[config.mk]
export PLATFORM = sky130hd
export DESIGN_NAME = ofn_sqrt
export DESIGN_NICKNAME = d
export VERILOG_FILES = /design/src/hdl/ofn_pkg.sv /design/src/hdl/ofn_sqrt.sv
export SDC_FILE = /design/constraint.sdc
export NUM_CORES = 2
export LEC_CHECK = 0
export BUFFER_PORTS_ARGS = -buffer_cell sky130_fd_sc_hd__buf_2
export CAP_MARGIN = 20
export CORE_ASPECT_RATIO = 1.4
export CORE_MARGIN = 2
export CORE_UTILIZATION = 54
export DETAILED_ROUTE_END_ITERATION = 8
export GPL_TIMING_DRIVEN = 0
export PLACE_DENSITY = 0.8
export SLEW_MARGIN = 10
export SYNTH_ARGS = -nofsm -noshare
export SYNTH_HDL_FRONTEND = slang
export SYNTH_SLANG_ARGS = --single-unit
[constraint.sdc]
create_clock -name clk -period 4.67 [get_ports clk]
set_input_delay 0.7005 -clock clk [delete_from_list [all_inputs] [get_ports clk]]
set_output_delay 0.7005 -clock clk [all_outputs]
set_load 0.01 [all_outputs]
[src/hdl/ofn_pkg.sv]
// ----------------------------------------------------------------------------
// ofn_pkg
// Shared types and fixed widths for the oriented face normal core.
// ----------------------------------------------------------------------------
package ofn_pkg;

  // Store word: Q11.12 position and Q1.14 vertex normal
  typedef struct packed {
    logic signed [23:0] px;
    logic signed [23:0] py;
    logic signed [23:0] pz;
    logic signed [15:0] nx;
    logic signed [15:0] ny;
    logic signed [15:0] nz;
  } vertex_t;

  localparam int A_W        = 30;          // normalized magnitude, leading one at bit 29
  localparam int A_TOP      = 29;
  localparam int NSQ_W      = 62;          // sum of three squares of A_W values
  localparam int ROOT_W     = 31;          // floor(sqrt) of NSQ_W value
  localparam int SQRT_STEPS = 32;          // one root bit per stage
  localparam int Q_W        = 16;          // quotient width
  localparam int NUM_W      = 46;          // a * 2^14 + r / 2
  localparam int FRAC_W     = 14;
  localparam logic [Q_W-1:0] UNIT = 16'd16384;

  // Per-triangle control carried down the pipeline
  typedef struct packed {
    logic [2:0] neg;     // component sign after orientation
    logic       flip;
    logic       degen;
    logic       last;
  } side_t;

  // Tag carried alongside the square root
  typedef struct packed {
    logic [2:0][A_W-1:0] a;
    side_t               side;
  } sq_tag_t;

endpackage

[src/hdl/ofn_sqrt.sv]
// ----------------------------------------------------------------------------
// ofn_sqrt
// Pipelined integer square root, one result bit per stage, with a tag.
// ----------------------------------------------------------------------------
module ofn_sqrt #(
  parameter int TW = 8
) (
  input  logic                      clk,
  input  logic                      rst,
  input  logic                      en,
  input  logic                      in_valid,
  input  logic [ofn_pkg::NSQ_W-1:0] in_n,
  input  logic [TW-1:0]             in_tag,
  output logic                      out_valid,
  output logic [ofn_pkg::ROOT_W-1:0] out_root,
  output logic [TW-1:0]             out_tag
);

  localparam int STEPS = ofn_pkg::SQRT_STEPS;

  logic        v   [STEPS+1];
  logic [63:0] rem [STEPS+1];
  logic [63:0] rt  [STEPS+1];
  logic [TW-1:0] tg [STEPS+1];

  assign v[0]   = in_valid;
  assign rem[0] = 64'(in_n);
  assign rt[0]  = '0;
  assign tg[0]  = in_tag;

  for (genvar k = 0; k < STEPS; k++) begin : g_step
    localparam logic [63:0] BIT = 64'd1 << (2 * (STEPS - 1 - k));
    logic [63:0] trial;
    assign trial = rt[k] + BIT;

    always_ff @(posedge clk) begin
      if (rst) begin
        v[k+1] <= 1'b0;
      end else if (en) begin
        v[k+1] <= v[k];
      end
    end

    always_ff @(posedge clk) begin
      if (en) begin
        tg[k+1] <= tg[k];
        if (rem[k] >= trial) begin
          rem[k+1] <= rem[k] - trial;
          rt[k+1]  <= (rt[k] >> 1) + BIT;
        end else begin
          rem[k+1] <= rem[k];
          rt[k+1]  <= rt[k] >> 1;
        end
      end
    end
  end

  assign out_valid = v[STEPS];
  assign out_root  = rt[STEPS][ofn_pkg::ROOT_W-1:0];
  assign out_tag   = tg[STEPS];

endmodule

### Yosys cells after proc, flatten, opt, wreduce, memory -nomap -nowiden

Index checks and enable logic that the tools add are counted.

* register bits after elaboration: 4287
* input port bits: 74
* word-level logic and storage cells: 346

* add/subtract/negate cells: 93
* order comparisons: 32
* multiplexer cells: 63

Operators by type and width (count)
* >= comparator 64 bit: 31
* 2-to-1 mux 63 bit: 31
* 2-to-1 mux 64 bit: 30
* subtractor 64 bit: 30
* adder 63 x 11 -> 64 bit, second input constant: 1
* adder 63 x 13 -> 64 bit, second input constant: 1
* adder 63 x 15 -> 64 bit, second input constant: 1
* adder 63 x 17 -> 64 bit, second input constant: 1
* adder 63 x 19 -> 64 bit, second input constant: 1
* adder 63 x 21 -> 64 bit, second input constant: 1
* adder 63 x 23 -> 64 bit, second input constant: 1
* adder 63 x 25 -> 64 bit, second input constant: 1
* adder 63 x 27 -> 64 bit, second input constant: 1
* adder 63 x 29 -> 64 bit, second input constant: 1
* adder 63 x 3 -> 64 bit, second input constant: 1
* adder 63 x 31 -> 64 bit, second input constant: 1
* adder 63 x 33 -> 64 bit, second input constant: 1
* adder 63 x 35 -> 64 bit, second input constant: 1
* adder 63 x 37 -> 64 bit, second input constant: 1
* adder 63 x 39 -> 64 bit, second input constant: 1
* adder 63 x 41 -> 64 bit, second input constant: 1
* adder 63 x 43 -> 64 bit, second input constant: 1
* adder 63 x 45 -> 64 bit, second input constant: 1
* adder 63 x 47 -> 64 bit, second input constant: 1
* other kinds (46): 46

### Longest topological paths before layout

* depth after elaboration: 3
* gate-level depth with buffers: 15
* mapped depth without buffers: 12

### Worst setup path after synthesis

No wires, ideal clock.

* path type: flip-flop to flip-flop
* start: register rem[198] (netlist name)
* end: register rem[186] (netlist name) (data pin)
* library setup time: 0.258 ns
* arrival time: 3.056 ns
* slack: 1.356 ns
* cell stages (with the launch flop): 11
* path buffers: 0
* path through: edfxtp_1 ha_1 nor2b_1 o31ai_1 a32oi_1 a2111o_1 a211oi_2 a21oi_1 a311oi_2 nand4_1 xnor2_1

* longest elaborated chain between the ends: 2

Ends and longest elaborated chain
* from (decl): RTL line ofn_sqrt.sv:22 `logic [63:0] rem [STEPS+1];`
* from (signal, indexed assignment): RTL line ofn_sqrt.sv:48 `rem[k+1] <= rem[k] - trial;`
* from (signal, indexed assignment): RTL line ofn_sqrt.sv:51 `rem[k+1] <= rem[k];`
* subtractor 64 bit or >= comparator 64 bit (tied branches): RTL line ofn_sqrt.sv:48, ofn_sqrt.sv:47
* 2-to-1 mux 64 bit *: RTL line ofn_sqrt.sv:47 `if (rem[k] >= trial) begin`

Mark *: on every way between the ends. The rest lies on a longest branch, timed or not.
A chain may end at the register's enable or synchronous reset.

### Final worst setup path

* start: register rem[474] (netlist name)
* end: register rem[398] (netlist name) (data pin)

* longest elaborated chain between the ends: 2

Ends and longest elaborated chain (RTL line)
* >= comparator 64 bit: ofn_sqrt.sv:47
* 2-to-1 mux 64 bit: ofn_sqrt.sv:47

Every way passes these cells.

==> implementation parameters <==
Parameter                              Value

Outcome
  Outcome    finished, violations left
  Failing checks    setup timing

Detailed routing
  DRC viols    0
  Routed vias/inst    5.95
  Number of nets still failing antenna checks after routing    0
  Average detailed-routed wire length per instance    26.2 um
  First-iteration detailed-routing DRC count    5483
  Number of iterations in the first detailed-routing pass    7
  Final WL    357 mm
  Total number of vias    81.2k

Power
  Leakage power of the design    52.8 nW
  Power Total    68.3 mW
  Power per unit of standard cell area    479 nW/um^2
  Largest voltage drop on the vdd net    0.578 mV

Global routing
  Initial antenna violation count    16
  Remaining Overflow, GRT    0
  First-pass GRT wire length    515 mm
  Overall global routing resource usage    29.4%
  Largest net degree at the start of global routing    181
  Via count of the first global-routing pass    83.8k

Logic synthesis
  Post-synth EDFFs    2733
  Library cells used by synthesis    107
  Top post-synthesis cells by area    sky130_fd_sc_hd__edfxtp_1, sky130_fd_sc_hd__ha_1, sky130_fd_sc_hd__xnor2_1, sky130_fd_sc_hd__xor2_1, sky130_fd_sc_hd__a21oi_1
  Seq cells post-synth    2765
  Synth Instances    9787
  Asr flop ratio synth    0%
  Main synth FF type    sky130_fd_sc_hd__edfxtp_1
  Ys Warns    0
  Post-Syn Area    127000 um^2
  Cell type with the largest total area after synthesis    sky130_fd_sc_hd__edfxtp_1
  Post-Synthesis Mean Instance Area    13.0 um^2
  Area fraction of the dominant cell type after synthesis    64.4%
  Net Count, Synth    10.4k
  Portion of the post-synthesis area used by sequential elements    64.9%

Clock tree
  Total CTS buffers    273
  TritonCTS clock tree    built
  Clock root buffer master    sky130_fd_sc_hd__clkbuf_16
  Clock latency on the worst-skew pair    870 ps
  Clock transition at the register clock pins on the worst setup and hold paths after CTS    60 ps
  Number of levels in the clock H-tree    5
  Sinks on the clock net    2765
  Buffer depth of the longest clock path    4

STA
  Share of the clock period used by the worst path    101%
  Transition time of the tightest slew-check pin    1400 ps
  Final setup violating endpoints    3
  Highest attainable clock frequency    213 MHz
  Normalized max-slew margin    5.71%
  Shortest period the worst path allows    4690 ps
  Fin. Hold Viols    0
  Number of pins with negative max-slew slack in the final report    0
  Setup TNS Final    -54.4 ps
  Least setup slack across all paths after layout    -23.8 ps
  Maximum clock skew at final layout    52.3 ps

Flow run
  Number of max-cap violations    0

Critical path
  Startpoint Class    register
  Crit-path cells    ha_1 > nand4_1 > nor4bb_1 > nand3_1 > nor4_2 > buf_4 > nor3_1 > and2_1 > buf_2 > inv_2 > clkbuf_1 > a21oi_1
  Required time worst endpoint    5220 ps
  Endpoint type of the worst setup path    register
  CP max stage cell    sky130_fd_sc_hd__clkbuf_1
  Largest stage delay, worst path    760 ps
  Crit Path Max Fanout    10
  Classification of the worst setup path    reg -> reg
  Worst path arrival time    5250 ps

Final layout
  Final Cell Area    143000 um^2
  Multi-input combinational cell area    41800 um^2
  Commonest non-fill, non-tap cells in the layout    sky130_fd_sc_hd__edfxtp_1, sky130_fd_sc_hd__inv_1, sky130_fd_sc_hd__nor2_1
  Synthesis-to-finish area growth    12.0%
  Finished Core Util    60.7%
  Fraction of final layout cells with drive strength greater than 1    7.86%
  Register Area    82700 um^2
  Net count reported at finish    10.9k
  Commonest non-fill, non-tap cell in the layout    sky130_fd_sc_hd__edfxtp_1
  Filler cell count in the final layout    17.7k
  Count of placed standard cells in the final layout, fillers left out    13.6k

Die
  Initial core utilization    54.2%
  Width of the chip    415 um
  I/O pin total    114
  Rows    211
  Placeable Area    235000 um^2
  Vertical die dimension    579 um
  Die area    240000 um^2

Place
  Number of instances in the placed design    13.0k
  Total half-perimeter wirelength after legalization and detailed placement    273 mm
  RePlAce Congestion    1.14
  Count of buffers inserted at the top-level ports    113
  Placed Area    133000 um^2

Worst hold path
  Path type of the worst min-delay path    in -> reg
==> sequential cells by signal (all words and copies together), names as in the netlist <==
register   flops
tg           248
v             31
out_valid      1
out_tag        8
out_root      31
rem         1981
rt           465
==> metrics by stage <==
| stage | setup WS (ps) | hold WS, ps |
|---|---|---|
| after floorplan | 1360 | 400 |
| after global placement | -38990 | 401 |
| after detailed placement | -1000 | 405 |
| after CTS | 2.22 | 10.2 |
| after global routing | -22.3 | 9.73 |
| final | -23.8 | 46.1 |
==> power by group <==
part	total [mW]	switching [mW]	internal, mW
registers	33.1	2.29	30.8
clock network	22.0	9.29	12.7
logic	13.2	8.25	4.99
total	68.3	19.8	48.5
==> layout make-up <==
class / instances / share of cell area [%]
diodes: 77 / 0.135
clock inverters: 138 / 1.08
multi-input cells: 6153 / 29.3
clock buffers: 338 / 5.06
plain buffers: 192 / 0.619
flip-flops and latches: 2765 / 58.0
well taps: 3088 / 2.71
inverters: 671 / 1.77
repair buffers: 222 / 1.38
==> worst paths after layout <==
path                            startpoint         to  slack, ps  cells past startpoint
worst max-delay path              rem[474]   rem[398]        -20                     12
worst min-delay path              in_n[10]  rem[1994]         50                      1
worst max register to register    rem[474]   rem[398]        -20                     12
worst min register to register     tg[132]    tg[124]        400                      0
==> cell families after synthesis <==
family          after synthesis  share of synthesized area [%]
simple gates               2883                           11.8
flops                      2765                           64.9
compound gates             1780                           8.71
buf+inv                     869                           2.65
xor+xnor                    858                           5.90
fa+ha+maj                   525                           5.15
mux                         107                          0.905
==> critical path, delay by kind of cell, from the launching register on <==
kind / cells / cell delay [ps]
compound gates: 1 / 160
fa+ha+maj: 1 / 420
buf+inv: 4 / 1370
flops: 1 / 420
simple gates: 6 / 2010
==> what timing repair did <==
item	4_1_cts	5_1_grt
buffers inserted	1	5
pin swaps	2	6
endpoints found under the setup margin	242	467
hold buffers	69	0
cloned	0	2
hold endpoints to repair	69	0
resized for setup	44	46
==> synthesized netlist by cell type (27+ instances only) <==
cell,instances
sky130_fd_sc_hd__or2_2,57
sky130_fd_sc_hd__mux2i_1,41
sky130_fd_sc_hd__a31oi_1,53
sky130_fd_sc_hd__inv_1,666
sky130_fd_sc_hd__a211oi_1,44
sky130_fd_sc_hd__xnor2_1,456
sky130_fd_sc_hd__nand3_1,203
sky130_fd_sc_hd__o21bai_1,47
sky130_fd_sc_hd__o211ai_1,35
sky130_fd_sc_hd__and2_1,40
sky130_fd_sc_hd__or4_1,64
sky130_fd_sc_hd__nor4_1,357
sky130_fd_sc_hd__clkbuf_1,136
sky130_fd_sc_hd__dfxtp_1,32
sky130_fd_sc_hd__nand4b_1,27
sky130_fd_sc_hd__or3_1,120
sky130_fd_sc_hd__nor2_1,610
sky130_fd_sc_hd__o21ai_0,459
sky130_fd_sc_hd__nor2b_1,66
sky130_fd_sc_hd__nor4b_1,48
sky130_fd_sc_hd__o21a_1,87
sky130_fd_sc_hd__xor2_1,402
sky130_fd_sc_hd__edfxtp_1,2733
sky130_fd_sc_hd__nand4_1,159
sky130_fd_sc_hd__mux2_2,65
sky130_fd_sc_hd__o31ai_1,46
sky130_fd_sc_hd__and3_1,44
sky130_fd_sc_hd__a21o_1,226
sky130_fd_sc_hd__nor3_1,262
sky130_fd_sc_hd__buf_2,32
sky130_fd_sc_hd__nand2b_1,94
sky130_fd_sc_hd__nand2_1,599
sky130_fd_sc_hd__nand3b_1,41
sky130_fd_sc_hd__a21oi_1,547
sky130_fd_sc_hd__ha_1,525
==> per-layer routing <==
metal  global-route usage, %  wire length (um)  vias to the layer above
met4                    30.2             43400                        2
met2                    59.8            205000                     2682
li1                        -                 -                    37887
met5                       0                12                        -
met1                    21.6             96400                    39337
met3                    4.37             12400                     1312
Note: power is estimated with default switching activity, not from simulation.
